File: config.mk
export PLATFORM = sky130hd
export DESIGN_NAME = serial_mailbox_slave
export DESIGN_NICKNAME = d
export VERILOG_FILES = /design/src/sms_pkg.sv /design/src/serial_mailbox_slave.sv /design/src/sms_mailbox.sv
export SDC_FILE = /design/constraint.sdc
export NUM_CORES = 1
export LEC_CHECK = 0
export ABC_CLOCK_PERIOD_IN_PS = 4100
export BUFFER_PORTS_ARGS = -buffer_cell sky130_fd_sc_hd__buf_4
export CORE_MARGIN = 4
export CORE_UTILIZATION = 30
export CTS_CLUSTER_SIZE = 10
export DETAILED_ROUTE_END_ITERATION = 8
export PLACE_DENSITY_LB_ADDON = 0.05
export SLEW_MARGIN = 25
export SYNTH_ARGS = -nofsm -noshare
export SYNTH_HDL_FRONTEND = slang
export SYNTH_SLANG_ARGS = --single-unit
File: constraint.sdc
create_clock -name i_clk -period 4.1 [get_ports i_clk]
set_input_delay 0.41 -clock i_clk [delete_from_list [all_inputs] [get_ports i_clk]]
set_output_delay 0.41 -clock i_clk [all_outputs]
set_load 0.05 [all_outputs]
File: src/sms_pkg.sv
// Shared types and constants for the serial mailbox slave.
// Holds the item structs, command and opcode codes, and framing phase codes.
// No dependencies.
package sms_pkg;

    // Commands carried by an input item.
    localparam logic [1:0] CMD_PIN_SAMPLE = 2'd0;
    localparam logic [1:0] CMD_WORD_WRITE = 2'd1;
    localparam logic [1:0] CMD_WORD_READ  = 2'd2;

    // Serial opcodes.
    localparam logic [1:0] OP_WRITE = 2'b01;
    localparam logic [1:0] OP_READ  = 2'b10;

    // Framing phase codes.
    localparam logic [1:0] PHASE_IDLE    = 2'd0;
    localparam logic [1:0] PHASE_ADDRESS = 2'd1;
    localparam logic [1:0] PHASE_WRITE   = 2'd2;
    localparam logic [1:0] PHASE_READ    = 2'd3;

    // Word that requests command execution when written to the status word.
    localparam logic [15:0] REQUEST_WORD = 16'h0055;

    // Reset value of the status word index register.
    localparam logic [4:0] STATUS_INDEX_RESET = 5'd31;

    // Serial address width.
    localparam int SER_ADDR_W = 6;

    typedef struct packed {
        logic [1:0]  cmd;
        logic        chip_select;
        logic        serial_clock;
        logic        data_in;
        logic [4:0]  word_index;
        logic [15:0] word_value;
    } t_in_item;

    typedef struct packed {
        logic        data_out;
        logic        command_request;
        logic [15:0] read_value;
    } t_out_item;

endpackage

File: src/serial_mailbox_slave.sv
// Top level of the serial mailbox slave: serial framing, mailbox access and
// output staging. Depends on sms_pkg and sms_mailbox.
//
// Usage:
//   Input channel (i_in_valid / o_in_ready / i_in_item) carries one item per
//   pin sample or back-end word access. Every item yields exactly one result
//   item on the output channel (o_out_valid / i_out_ready / o_out_item).
//   The configuration channel (i_cfg_valid / o_cfg_ready / i_cfg_data) writes
//   the status word index; it is always ready. The user must see that it is
//   used only while idle; the block does not enforce this.
// Throughput and staging:
//   One item is accepted per cycle unless a stall holds o_in_ready low. A
//   result passes the read stage (registered mailbox read), then the output
//   register. The serial framing state lives in flops and is updated in the
//   accept cycle; a word fetched for a serial read is used straight from the
//   RAM output register, so back-to-back pin samples need no bubble.
// Reset:
//   Synchronous, active low. Framing returns to idle, the data line level to
//   high, the status index to 31, and all mailbox words read as zero through
//   per-word valid bits; no clearing pass is needed.
// Stalls:
//   When the receiver holds i_out_ready low, one result waits in the output
//   register and one more in the read stage; after that o_in_ready drops.
module serial_mailbox_slave
    import sms_pkg::*;
#(
    parameter int MAILBOX_DEPTH = 32
) (
    input  logic      i_clk,
    input  logic      i_rst_n,
    input  logic      i_in_valid,
    output logic      o_in_ready,
    input  t_in_item  i_in_item,
    output logic      o_out_valid,
    input  logic      i_out_ready,
    output t_out_item o_out_item,
    input  logic      i_cfg_valid,
    output logic      o_cfg_ready,
    input  logic [4:0] i_cfg_data
);

    localparam int AW = (MAILBOX_DEPTH > 1) ? $clog2(MAILBOX_DEPTH) : 1;
    localparam logic [SER_ADDR_W-1:0] SLOT_MASK = SER_ADDR_W'(MAILBOX_DEPTH - 1);

    // Framing state.
    logic                  r_sel, n_sel;
    logic                  r_prev_clk, n_prev_clk;
    logic [1:0]            r_phase, n_phase;
    logic [16:0]           r_shift_in, n_shift_in;
    logic [SER_ADDR_W-1:0] r_addr, n_addr;
    logic [15:0]           r_shift_out, n_shift_out;
    logic                  r_so_mem, n_so_mem;
    logic                  r_out_level, n_out_level;
    logic [4:0]            r_status_idx;

    // Read stage and output register.
    logic      r_s1_valid;
    logic      r_s1_level;
    logic      r_s1_req;
    logic      r_s1_rd;
    logic      r_out_valid;
    t_out_item r_out;

    // Memory access for the current item.
    logic                  mem_we, mem_re;
    logic [SER_ADDR_W-1:0] mem_waddr6, mem_raddr6;
    logic [15:0]           mem_wdata, mem_rdata;
    logic                  req, backend_rd;

    logic                  accept, s1_move;
    logic [15:0]           eff_so;
    logic [16:0]           si_next;

    assign s1_move     = r_s1_valid && (!r_out_valid || i_out_ready);
    assign o_in_ready  = !r_s1_valid || s1_move;
    assign accept      = i_in_valid && o_in_ready;
    assign o_cfg_ready = 1'b1;

    // Shift-out word: taken from the RAM output while a serial read fetch is fresh.
    assign eff_so = r_so_mem ? mem_rdata : r_shift_out;

    // Pin sample framing and mailbox access decode.
    always_comb begin
        n_sel       = r_sel;
        n_prev_clk  = r_prev_clk;
        n_phase     = r_phase;
        n_shift_in  = r_shift_in;
        n_addr      = r_addr;
        n_shift_out = eff_so;
        n_so_mem    = 1'b0;
        n_out_level = r_out_level;
        mem_we      = 1'b0;
        mem_re      = 1'b0;
        mem_waddr6  = '0;
        mem_raddr6  = '0;
        mem_wdata   = i_in_item.word_value;
        req         = 1'b0;
        backend_rd  = 1'b0;
        si_next     = '0;
        unique case (i_in_item.cmd)
            CMD_PIN_SAMPLE: begin
                if (i_in_item.chip_select != r_sel) begin
                    n_sel       = i_in_item.chip_select;
                    n_phase     = PHASE_IDLE;
                    n_shift_in  = '0;
                    n_out_level = 1'b1;
                end
                n_prev_clk = i_in_item.serial_clock;
                if (i_in_item.chip_select && i_in_item.serial_clock && !r_prev_clk) begin
                    si_next = {n_shift_in[15:0], i_in_item.data_in};
                    unique case (n_phase)
                        PHASE_IDLE: begin
                            if (i_in_item.data_in) begin
                                n_shift_in = 17'd1;
                                n_phase    = PHASE_ADDRESS;
                            end
                        end
                        PHASE_READ: begin
                            n_out_level = eff_so[15];
                            n_shift_out = {eff_so[14:0], 1'b0};
                        end
                        PHASE_ADDRESS: begin
                            n_shift_in = si_next;
                            if (si_next[8]) begin
                                n_addr = si_next[5:0];
                                if (si_next[7:6] == OP_READ) begin
                                    mem_re      = 1'b1;
                                    mem_raddr6  = si_next[5:0] & SLOT_MASK;
                                    n_so_mem    = 1'b1;
                                    n_out_level = 1'b0;
                                    n_phase     = PHASE_READ;
                                end else if (si_next[7:6] == OP_WRITE) begin
                                    n_shift_in = 17'd1;
                                    n_phase    = PHASE_WRITE;
                                end else begin
                                    n_phase = PHASE_IDLE;
                                end
                            end
                        end
                        default: begin
                            // Write phase: collect 16 data bits behind the marker.
                            n_shift_in = si_next;
                            if (si_next[16]) begin
                                mem_we     = 1'b1;
                                mem_waddr6 = r_addr & SLOT_MASK;
                                mem_wdata  = si_next[15:0];
                                n_phase    = PHASE_IDLE;
                                req = (r_addr == {1'b0, r_status_idx})
                                      && (si_next[15:0] == REQUEST_WORD);
                            end
                        end
                    endcase
                end
            end
            CMD_WORD_WRITE: begin
                mem_we     = 1'b1;
                mem_waddr6 = {1'b0, i_in_item.word_index} & SLOT_MASK;
            end
            CMD_WORD_READ: begin
                mem_re     = 1'b1;
                mem_raddr6 = {1'b0, i_in_item.word_index} & SLOT_MASK;
                backend_rd = 1'b1;
            end
            default: begin
                // Unused command leaves all state alone.
            end
        endcase
    end

    sms_mailbox #(
        .DEPTH (MAILBOX_DEPTH),
        .AW    (AW)
    ) u_mailbox (
        .i_clk   (i_clk),
        .i_rst_n (i_rst_n),
        .i_we    (accept && mem_we),
        .i_waddr (mem_waddr6[AW-1:0]),
        .i_wdata (mem_wdata),
        .i_re    (accept && mem_re),
        .i_raddr (mem_raddr6[AW-1:0]),
        .o_rdata (mem_rdata)
    );

    // Framing state registers, updated once per accepted item.
    always_ff @(posedge i_clk) begin
        if (!i_rst_n) begin
            r_sel       <= 1'b0;
            r_prev_clk  <= 1'b0;
            r_phase     <= PHASE_IDLE;
            r_shift_in  <= '0;
            r_addr      <= '0;
            r_shift_out <= '0;
            r_so_mem    <= 1'b0;
            r_out_level <= 1'b1;
        end else if (accept) begin
            r_sel       <= n_sel;
            r_prev_clk  <= n_prev_clk;
            r_phase     <= n_phase;
            r_shift_in  <= n_shift_in;
            r_addr      <= n_addr;
            r_shift_out <= n_shift_out;
            r_so_mem    <= n_so_mem;
            r_out_level <= n_out_level;
        end
    end

    // Status word index register.
    always_ff @(posedge i_clk) begin
        if (!i_rst_n) begin
            r_status_idx <= STATUS_INDEX_RESET;
        end else if (i_cfg_valid) begin
            r_status_idx <= i_cfg_data;
        end
    end

    // Read stage: holds the item while the registered mailbox read completes.
    always_ff @(posedge i_clk) begin
        if (!i_rst_n) begin
            r_s1_valid <= 1'b0;
        end else if (accept) begin
            r_s1_valid <= 1'b1;
        end else if (s1_move) begin
            r_s1_valid <= 1'b0;
        end
    end

    always_ff @(posedge i_clk) begin
        if (accept) begin
            r_s1_level <= n_out_level;
            r_s1_req   <= req;
            r_s1_rd    <= backend_rd;
        end
    end

    // Output register holding the finished result item.
    always_ff @(posedge i_clk) begin
        if (!i_rst_n) begin
            r_out_valid <= 1'b0;
        end else if (s1_move) begin
            r_out_valid <= 1'b1;
        end else if (i_out_ready) begin
            r_out_valid <= 1'b0;
        end
    end

    always_ff @(posedge i_clk) begin
        if (s1_move) begin
            r_out.data_out        <= r_s1_level;
            r_out.command_request <= r_s1_req;
            r_out.read_value      <= r_s1_rd ? mem_rdata : 16'h0000;
        end
    end

    assign o_out_valid = r_out_valid;
    assign o_out_item  = r_out;

endmodule

File: src/sms_mailbox.sv
// Mailbox word store: synchronous RAM with separate write and read ports and a registered read.
// Per-entry valid bits make never-written words read as zero after reset.
// Depends on nothing outside this file.
module sms_mailbox #(
    parameter int DEPTH = 32,
    parameter int AW    = 5
) (
    input  logic          i_clk,
    input  logic          i_rst_n,
    input  logic          i_we,
    input  logic [AW-1:0] i_waddr,
    input  logic [15:0]   i_wdata,
    input  logic          i_re,
    input  logic [AW-1:0] i_raddr,
    output logic [15:0]   o_rdata
);

    logic [15:0]      r_mem [DEPTH];
    logic [DEPTH-1:0] r_vld;
    logic [15:0]      r_q;
    logic             r_q_vld;

    // Storage array, write and registered read.
    always_ff @(posedge i_clk) begin
        if (i_we) begin
            r_mem[i_waddr] <= i_wdata;
        end
        if (i_re) begin
            r_q <= r_mem[i_raddr];
        end
    end

    // Valid bits: cleared at reset, set by the first write of each word.
    always_ff @(posedge i_clk) begin
        if (!i_rst_n) begin
            r_vld   <= '0;
            r_q_vld <= 1'b0;
        end else begin
            if (i_we) begin
                r_vld[i_waddr] <= 1'b1;
            end
            if (i_re) begin
                r_q_vld <= r_vld[i_raddr];
            end
        end
    end

    // A word that was never written reads as zero.
    assign o_rdata = r_q_vld ? r_q : 16'h0000;

endmodule

## After elaboration in Yosys (flattened, before gate mapping)

Memories as Yosys holds them, arrays and structs flattened. A register that Yosys moved wholly into a read port is not among the register bits.
Cells that the tools add are included.

| cells by class | value |
|---|---|
| magnitude comparators | 3 |
| eq/ne operators | 9 |
| mux-type cells | 62 |
| bitwise gates (word level) | 4 |
| reductions and logical operators | 22 |

Operator list:

| operator | count |
|---|---|
| 16-bit two-way mux | 9 |
| 17-bit two-way mux | 7 |
| 17-bit case mux with 3 select lines | 1 |
| 5-bit two-way mux | 7 |
| 32-bit bitwise OR | 1 |
| 1-bit two-way mux | 22 |
| 5-bit case mux with 2 select lines | 2 |
| 16-bit by 7-bit equality test with 1-bit output (second input constant) | 1 |
| 2-bit two-way mux | 8 |
| 5-bit by 6-bit < comparator with 1-bit output (second input constant) | 2 |
| 1-bit logical AND | 8 |
| 2-bit by 1-bit equality test with 1-bit output (second input constant) | 3 |
| 2-bit equality test (second input constant) | 3 |
| 6-bit by 5-bit equality test with 1-bit output | 1 |
| 1-bit case mux with 2 select lines | 3 |
| 2-bit case mux with 3 select lines | 1 |
| 6-bit OR reduction | 1 |
| 1-bit binary-select mux with 5-bit select | 1 |
| 1-bit demux with 5-bit select | 1 |
| 5-bit by 1-bit >= comparator with 1-bit output (second input constant) | 1 |
| 5-bit AND reduction | 1 |
| 2-bit zero test | 2 |
| 2-bit nonzero test | 2 |
| 1-bit zero test | 3 |
| 6 further kinds | 9 |

| storage, ports and cells | value |
|---|---|
| bits in registers | 106 |
| memory bits (writable) | 512 |
| bits of input ports | 36 |
| output and inout port bits | 21 |
| logic and storage cells | 120 |
| memories | 1 |

Memory list:

| name | depth | width | rd ports | clocked after Yosys merged registers in | wr ports | line | RTL |
|---|---|---|---|---|---|---|---|
| u_mailbox.r_mem | 32 | 16 | 1 | 1 | 1 | sms_mailbox.sv:18 | `logic [15:0] r_mem [DEPTH];` |

## Depth between registers and ports, before layout

Gate-level depths: netlist (run 1).

| logic depth | value |
|---|---|
| depth after elaboration | 13 |
| gate-level depth with buffers | 16 |
| gate-level depth less buffers | 11 |

## Hierarchy

Synthesis (run 1) repeated with hierarchy kept, for this count alone.

| second synthesis, totals | value |
|---|---|
| cells, all modules | 1308 |
| area, all modules | 25251.7 µm² |

By module, submodules not included:

| module | times used | cells each | area each (µm²) | sequential area each (µm²) |
|---|---|---|---|---|
| sms_mailbox | 1 | 919 | 21386.8 | 16515.8 |
| serial_mailbox_slave | 1 | 389 | 3865.0 | 1651.6 |

## Least setup slack after synthesis (run 1)

OpenSTA, ideal clock, no wires.

| path | value |
|---|---|
| kind | input-to-reg |
| start point | input port i_in_item[23] in the netlist's numbering |
| end point | register u_mailbox.r_q_vld |
| setup time | 123 ps |
| arrival | 4043 ps |
| required time | 3977 ps |
| slack | -66 ps |
| stages on the path | 13 |
| buffers on the path | 3 |
| path through | buf_2 xnor2_1 clkbuf_1 and2_1 ha_1 clkbuf_1 and4_1 a21oi_1 nor3_1 nand2_1 nor4_1 a2111o_1 nor4_1 |

| on the way | value |
|---|---|
| elaborated cells on any way between the ends | 22 |
| those cells by class | eq/ne: 3; mux: 16; reduce/logical: 3 |

RTL lines:

| element | line | RTL |
|---|---|---|
| from (decl) | serial_mailbox_slave.sv:33 | `input t_in_item i_in_item,` |
| 1-bit inequality test | serial_mailbox_slave.sv:102 | `if (i_in_item.chip_select != r_sel) begin` |
| 17-bit two-way mux | serial_mailbox_slave.sv:102 |  |
| 17-bit two-way mux | serial_mailbox_slave.sv:100 | `unique case (i_in_item.cmd)` |
| 2-bit equality test | serial_mailbox_slave.sv:126 | `if (si_next[7:6] == OP_READ) begin` |
| 1-bit two-way mux | serial_mailbox_slave.sv:126 |  |
| 1-bit two-way mux | serial_mailbox_slave.sv:124 | `if (si_next[8]) begin` |
| 1-bit two-way mux | serial_mailbox_slave.sv:111 | `unique case (n_phase)` |
| 1-bit two-way mux * | serial_mailbox_slave.sv:109 | `if (i_in_item.chip_select && i_in_item.serial_clock && !r_prev_clk) begin` |
| 1-bit case mux with 2 select lines * | serial_mailbox_slave.sv:100 |  |
| 1-bit logical AND * | serial_mailbox_slave.sv:179 | `.i_re (accept && mem_re),` |
| net u_mailbox.i_re | sms_mailbox.sv:13 | `input logic i_re,` |
| to (signal assigned) | sms_mailbox.sv:43 | `r_q_vld <= r_vld[i_raddr];` |
| to (decl) | sms_mailbox.sv:21 | `logic r_q_vld;` |

The timed path passes the listed nets; every way through them passes the cells marked *. The select of a mux whose other input is x is not followed.
A chain may end at the register's enable or synchronous reset.

## Final worst setup path (run 1)

| path | value |
|---|---|
| start point | register r_sel |
| end point | register u_mailbox.r_q[5] (read register of u_mailbox.r_mem) (data pin) |

| on the way | value |
|---|---|
| word-level cells in the longest chain between the ends | 10 |
| elaborated cells on any way between the ends | 18 |
| those cells by class | eq/ne: 3; mux: 14; reduce/logical: 1 |

Ends and longest elaborated chain:

| element | line | RTL |
|---|---|---|
| from (decl) | serial_mailbox_slave.sv:46 | `logic r_sel, n_sel;` |
| from (signal assigned) | serial_mailbox_slave.sv:196 | `r_sel <= n_sel;` |
| 1-bit inequality test * | serial_mailbox_slave.sv:102 |  |
| 17-bit two-way mux | serial_mailbox_slave.sv:102 |  |
| 17-bit two-way mux | serial_mailbox_slave.sv:100 |  |
| 2-bit equality test | serial_mailbox_slave.sv:126 |  |
| 1-bit two-way mux | serial_mailbox_slave.sv:126 |  |
| 1-bit two-way mux | serial_mailbox_slave.sv:124 |  |
| 1-bit two-way mux | serial_mailbox_slave.sv:111 |  |
| 1-bit two-way mux | serial_mailbox_slave.sv:109 |  |
| 1-bit case mux with 2 select lines | serial_mailbox_slave.sv:100 |  |
| 1-bit logical AND | serial_mailbox_slave.sv:179 |  |
| to (decl) | sms_mailbox.sv:20 | `logic [15:0] r_q;` |

Every way passes the cells marked *; elsewhere a longest branch is shown, timed or not. The select of a mux whose other input is x is not followed.

==> results_dict.tcl, run 1 <==
set metrics [dict create \
    dp_cells 3245 \
    fin_hold_ws_ns 0.0416 \
    synth_largest_area_cell "edfxtp_1" \
    netlist_instances 2052 \
    critical_path_required_ns 4.43 \
    leakage_nw 10.6 \
    yosysUniqueCellTypes 60 \
    power-per-cell-area_mw_per_mm2 453 \
    die_w_um 302 \
    synth_area_sq_mm 0.0259 \
    met2WireLength_um 37900 \
    finalCriticalPeriod_ns 3.82 \
    finalPower_w 0.0140 \
    grt_pass1_vias 17000 \
    hp-class "in2reg" \
    h-tree-depth 3 \
    synth_seq_area_share 0.703 \
    hold_viol_final 0 \
    wl_per_cell_um 24.2 \
    cap_viol_max_count 0 \
    fin_nets 2230 \
    syn-num-nets 2095 \
    area_growth_pct 19.6 \
    vdd_drop_max_uv 317 \
    dieArea_sq_mm 0.0909 \
    stdcell_count 3370 \
    async_reset_ff_frac 0 \
    diodes 0 \
    vias_per_cell 5.05 \
    grt_usage 0.178 \
    yosys_register_bits 633 \
    cts.sinks 633 \
    met3WireLength_um 3660 \
    cp_max_fo 22 \
    r2r_cells 14 \
    grt.overflow.total 0 \
    antenna_left 0 \
    grt_max_degree 87 \
    hpwl_um 51100 \
    synth_edf_count 549 \
    numCtsBuffers 77 \
    skew_ns 0.0253 \
    path_clk_slew_ns 0.06 \
    cts-root-buf "clkbuf_16" \
    cts_tree "done" \
    critPathKind "reg2reg" \
    worst_pin_slew_ns 0.947 \
    insertion_delay_ns 0.61 \
    clockBufferDepth 3 \
    drive_gt1_frac 0.160 \
    setup_viol_count_final 0 \
    die_height_um 302 \
    globalplace.congestion 0.802 \
    maxSlewHeadroom 0.366 \
    drt_wl_total_um 81700 \
    yosys_warnings 0 \
    port-buffer-count 55 \
    drc 0 \
    synth_area_leaders "edfxtp_1, nand2_1, dfxtp_1, a32oi_1, a21oi_1" \
    grt_pass1_wl_um 119000 \
    setup_tns_ns 0 \
    drt_iter0_drc 1185 \
    rsz0062_at_grt "no" \
    top_layer "met4" \
    crit_path_end_kind "flop" \
    crit_arrival_ns 4.15 \
    n_fill_cell 8310 \
    ys.flop_type "edfxtp_1" \
    wl_met1_um 38200 \
    std_cell_rows 107 \
    synth_top_area_frac 0.638 \
    core_area_sq_mm 0.0853 \
    outcome "finished clean" \
    fmax_mhz 262 \
    antenna_found_initial 7 \
    dr_total_vias 17000 \
    firstDrtPassIters 5 \
    holdPathStages 3 \
    start_kind "flop" \
    min_period_over_period 0.931 \
    slew_viol_final 0 \
    initial_utilization 0.303 \
    synth_area_per_cell_sq_um 12.6 \
    io_pins 57 \
]
[stage by stage]
step           area, sq um   util  worst slack, ns
2_1_floorplan        25900      -            0.154
5_1_grt              30900  0.363           0.0392
3_5_place_dp         28700  0.336            0.126
3_3_place_gp         28700  0.336            0.176
6_report             30900  0.363            0.282
4_1_cts              30900  0.362            0.181
[where the power goes]
part | switching [W] | internal, W
Sequential | 0.0000300 | 0.00705
Combinational | 0.000554 | 0.000256
Clock | 0.00256 | 0.00354
[critical path, stage by stage (launching register included)]
cell      delay [ns]
dfxtp_1         0.47
xnor2_2         0.15
buf_4           0.22
nand2_1         0.12
inv_1           0.12
ha_1            0.22
nor4bb_1        0.30
buf_4           0.18
a41o_4          0.45
buf_12          0.20
buf_12          0.19
mux2i_1         0.09
buf_4           0.16
a32oi_1         0.45
a31oi_1         0.19
[flip-flops by register name, indices dropped and copies added, names as in the netlist, 2 cells and up]
signal	count
o_out_item	18
r_addr	6
r_phase	2
r_shift_in	16
r_shift_out	16
r_status_idx	5
u_mailbox.r_mem	512
u_mailbox.r_q	16
u_mailbox.r_vld	32
[layer usage]
metal  track usage  up-vias
li1              -     7885
met1         0.249     8614
met2         0.289      429
met3        0.0251      107
met4        0.0517        0
met5             0        -
[area by class of cell]
class | instances | area (sq um) | area share
Sequential cell | 633 | 18200 | 0.588
Multi-Input combinational cell | 1265 | 7210 | 0.233
Clock buffer | 107 | 2100 | 0.0680
Timing Repair Buffer | 195 | 1870 | 0.0605
Tap cell | 1144 | 1430 | 0.0463
Clock inverter | 11 | 75.1 | 0.00243
Inverter | 15 | 56.3 | 0.00182
[repair_timing]
action | CTS | global route
hold buffers | 2 | 0
resized for setup | 0 | 1
buffers inserted | 0 | 5
hold endpoints to repair | 2 | 0
endpoints found under the setup margin | 0 | 3
[cells in the mapped netlist, types with 3 or more instances]
cell type and count:
nor2b_1 21, nor3_1 21, a32oi_1 82, nor4_1 6, edfxtp_1 549, nand3b_1 4, buf_1 14, nand4b_1 3
a22oi_1 17, o22ai_1 19, and3b_1 3, buf_2 38, nand2_1 470, buf_4 3, o21ai_0 16, nand4_1 7
xnor2_1 6, nor2_1 89, nor3b_1 3, o21a_1 33, a31oi_1 36, mux2_2 33, and3_1 32, ha_1 7
mux2i_1 63, dfxtp_1 84, a211oi_1 16, clkbuf_1 84, inv_1 14, nand3_1 97, a21oi_1 140, o211ai_1 5
[cells in the final DEF, fill, tap and decap left out, drive strengths merged, types with 4 or more instances in the layout]
cell      n
nand4     7
nor3     21
o211ai    5
edfxtp  549
a32oi    83
inv      19
nand2   470
o22ai    19
and3     32
nand3    97
nor2     90
xnor2     6
clkinv    7
mux2i    63
buf     193
nor4      6
dfxtp    84
a21oi   140
nor2b    21
a211oi   16
mux2     33
ha        7
o21ai    16
a22oi    17
clkbuf  107
a31oi    36
o21a     33
nand3b    4
[path summary, 6_finish.rpt]
path | endpoint | startpoint | slack (ns)
min reg2reg | o_out_item[16]$_DFFE_PP_ | r_s1_req$_SDFFCE_PP0P_ | 0.45
max | u_mailbox.r_q[5]$_DFFE_PP_ | r_sel$_SDFFE_PN0P_ | 0.28
min | r_status_idx[1]$_SDFFE_PN1P_ | i_cfg_data[1] | 0.04
max reg2reg | u_mailbox.r_q[5]$_DFFE_PP_ | r_sel$_SDFFE_PN0P_ | 0.28
[cell families after synthesis]
family / after synthesis / share of synthesized area
and+or+nand+nor: 771 / 0.129
DFF: 633 / 0.703
AOI/OAI and AO/OA: 383 / 0.0994
buffers and inverters: 154 / 0.0246
muxes: 96 / 0.0388
adders and majority gates: 7 / 0.00339
xor gates and xnor gates: 7 / 0.00237
other: 1 / 0.000145
Note: power is estimated with default switching activity, not from simulation.
==> run 2: changes to the inputs <==
CORE_MARGIN = 2   (was 4)
==> run 2 against run 1 <==
  * Final cell count is essentially flat
  * Non-clock buffer count decreased by 17
  * Clock-buffer cell count rose by 15
  * Clock skew fell by 0.0039 ns
  * First-iteration DRC count increased by 22%
  * Hold slack about the same
  * Total power is 1.2% higher
  * Sequential share of layout area up 0.47 points
  * Clock power grew 3%
  * Setup slack got worse by 0.021 ns
  * Final area fell by 0.78%
  * Critical path type unchanged
  * Global-route usage grew 0.73 points
  * Highest routed layer unchanged
==> results_dict.tcl, run 2 (synthesized netlist as in run 1, its figures left out) <==
set metrics [dict create \
    largest_register_ffs 512 \
    leakage_nw 10.5 \
    drt_iter0_drc 1441 \
    crit_path_end_kind "flop" \
    seqCellArea_sq_mm 0.0182 \
    initial_utilization 0.303 \
    drc 0 \
    min_period_over_period 0.936 \
    wl_per_cell_um 24.5 \
    fin_nets 2213 \
    grt_max_degree 79 \
    layout_common_cells "edfxtp_1, nand2_1, buf_4, a21oi_1, nand3_1" \
    dp_cells 3233 \
    insertion_delay_ns 0.61 \
    port-buffer-count 55 \
    grt_pass1_wl_um 121000 \
    skew_ns 0.0214 \
    multiInputGateArea_sq_mm 0.00721 \
    setup_tns_ns 0 \
    drive_gt1_frac 0.154 \
    setup_viol_count_final 0 \
    critPathKind "reg2reg" \
    area_growth_pct 18.7 \
    hp-class "in2reg" \
    io_pins 57 \
    slew_viol_final 0 \
    cts_tree "done" \
    vdd_drop_max_uv 262 \
    clockBufferDepth 3 \
    antenna_found_initial 3 \
    stdcell_count 3371 \
    path_clk_slew_ns 0.06 \
    worst_pin_slew_ns 0.996 \
    numCtsBuffers 77 \
    die_height_um 298 \
    globalplace.congestion 0.797 \
    outcome "finished clean" \
    power-per-cell-area_mw_per_mm2 462 \
    grt_pass1_vias 17000 \
    std_cell_rows 107 \
    h-tree-depth 3 \
    critical_path_required_ns 4.55 \
    dieArea_sq_mm 0.0885 \
    post-route-util 0.360 \
    crit_arrival_ns 4.29 \
    top_register "u_mailbox.r_mem" \
    cts.sinks 633 \
    cp_max_fo 78 \
    cts_setup_buffers 0 \
    hpwl_um 52800 \
    die_w_um 298 \
    hold_viol_final 0 \
    drt_wl_total_um 82600 \
    cts-root-buf "clkbuf_16" \
    dr_total_vias 17000 \
    n_fill_cell 8350 \
    grt_usage 0.185 \
    core_area_sq_mm 0.0853 \
    firstDrtPassIters 5 \
    maxSlewHeadroom 0.333 \
    final_common_cell "edfxtp_1" \
    vias_per_cell 5.04 \
    finalCriticalPeriod_ns 3.84 \
    cap_viol_max_count 0 \
    rsz0062_at_grt "no" \
    start_kind "flop" \
    grt.overflow.total 0 \
    antenna_left 0 \
    fmax_mhz 260 \
]
run 2: cell count changes in the layout (fill, tap and decap cells not counted), moves of 2 or more:
cell,delta
buf_12,-17
clkbuf_1,+14
clkinv_1,+2
clkinv_2,-2
dfxtp_1,-2
dfxtp_2,+2
run 2: where the power goes:
part	internal (W)	switching (W)	total, W	leakage, nW
clock network	0.00368	0.00259	0.00627	1.10
registers	0.00705	0.0000340	0.00708	5.62
logic	0.000247	0.000555	0.000802	3.74
total	0.0110	0.00318	0.0142	10.5
run 2: layout make-up:
cell class / instances / share of cell area
Timing Repair Buffer: 178 / 0.0498
Antenna cell: 1 / 0.0000816
Clock buffer: 122 / 0.0707
Clock inverter: 13 / 0.00355
Multi-Input combinational cell: 1265 / 0.235
Tap cell: 1144 / 0.0467
Sequential cell: 633 / 0.592
Inverter: 15 / 0.00184
run 2: what timing repair did:
action | CTS | global route
resized for setup | 0 | 0
hold buffers | 2 | 0
endpoints found under the hold margin | 2 | 0
run 2: per-layer routing:
| metal | global-route usage | part of all wire |
|---|---|---|
| met5 | 0 | 0 |
| met4 | 0.0529 | 0.022 |
| met3 | 0.0242 | 0.040 |
| met2 | 0.301 | 0.47 |
| met1 | 0.260 | 0.47 |
run 2: critical path, cell delays in order, from the launching register on:
cell and delay [ns]:
dfxtp_1 0.39, xnor2_2 0.37, nand2_1 0.22, ha_1 0.32, nor4bb_1 0.16, buf_4 0.16
a41oi_4 0.31, buf_12 0.35, nand2_1 0.11, a32oi_1 0.50, mux2_2 0.28, o22ai_1 0.14
buf_4 0.19, a31oi_1 0.13
run 2: final timing paths:
check	slack, ns	cells after the start	from	to
hold reg to reg	0.43	0	r_s1_level$_DFFE_PP_	o_out_item[17]$_DFFE_PP_
hold / removal	0.04	3	i_cfg_data[2]	r_status_idx[2]$_SDFFE_PN1P_
setup / recovery	0.26	13	r_sel$_SDFFE_PN0P_	u_mailbox.r_q[6]$_DFFE_PP_
setup reg to reg	0.26	13	r_sel$_SDFFE_PN0P_	u_mailbox.r_q[6]$_DFFE_PP_
run 2: metrics by stage:
stage / worst slack (ns) / hold WS (ns) / power, W / instance area (sq um)
2_1_floorplan: 0.154 / 0.400 / 0.00763 / 25900
3_3_place_gp: 0.127 / 0.407 / 0.00804 / 28400
3_5_place_dp: 0.136 / 0.414 / 0.00803 / 28400
4_1_cts: 0.247 / 0.00101 / 0.0144 / 30700
5_1_grt: 0.00966 / 0.0202 / 0.0147 / 30700
6_report: 0.261 / 0.0417 / 0.0142 / 30700
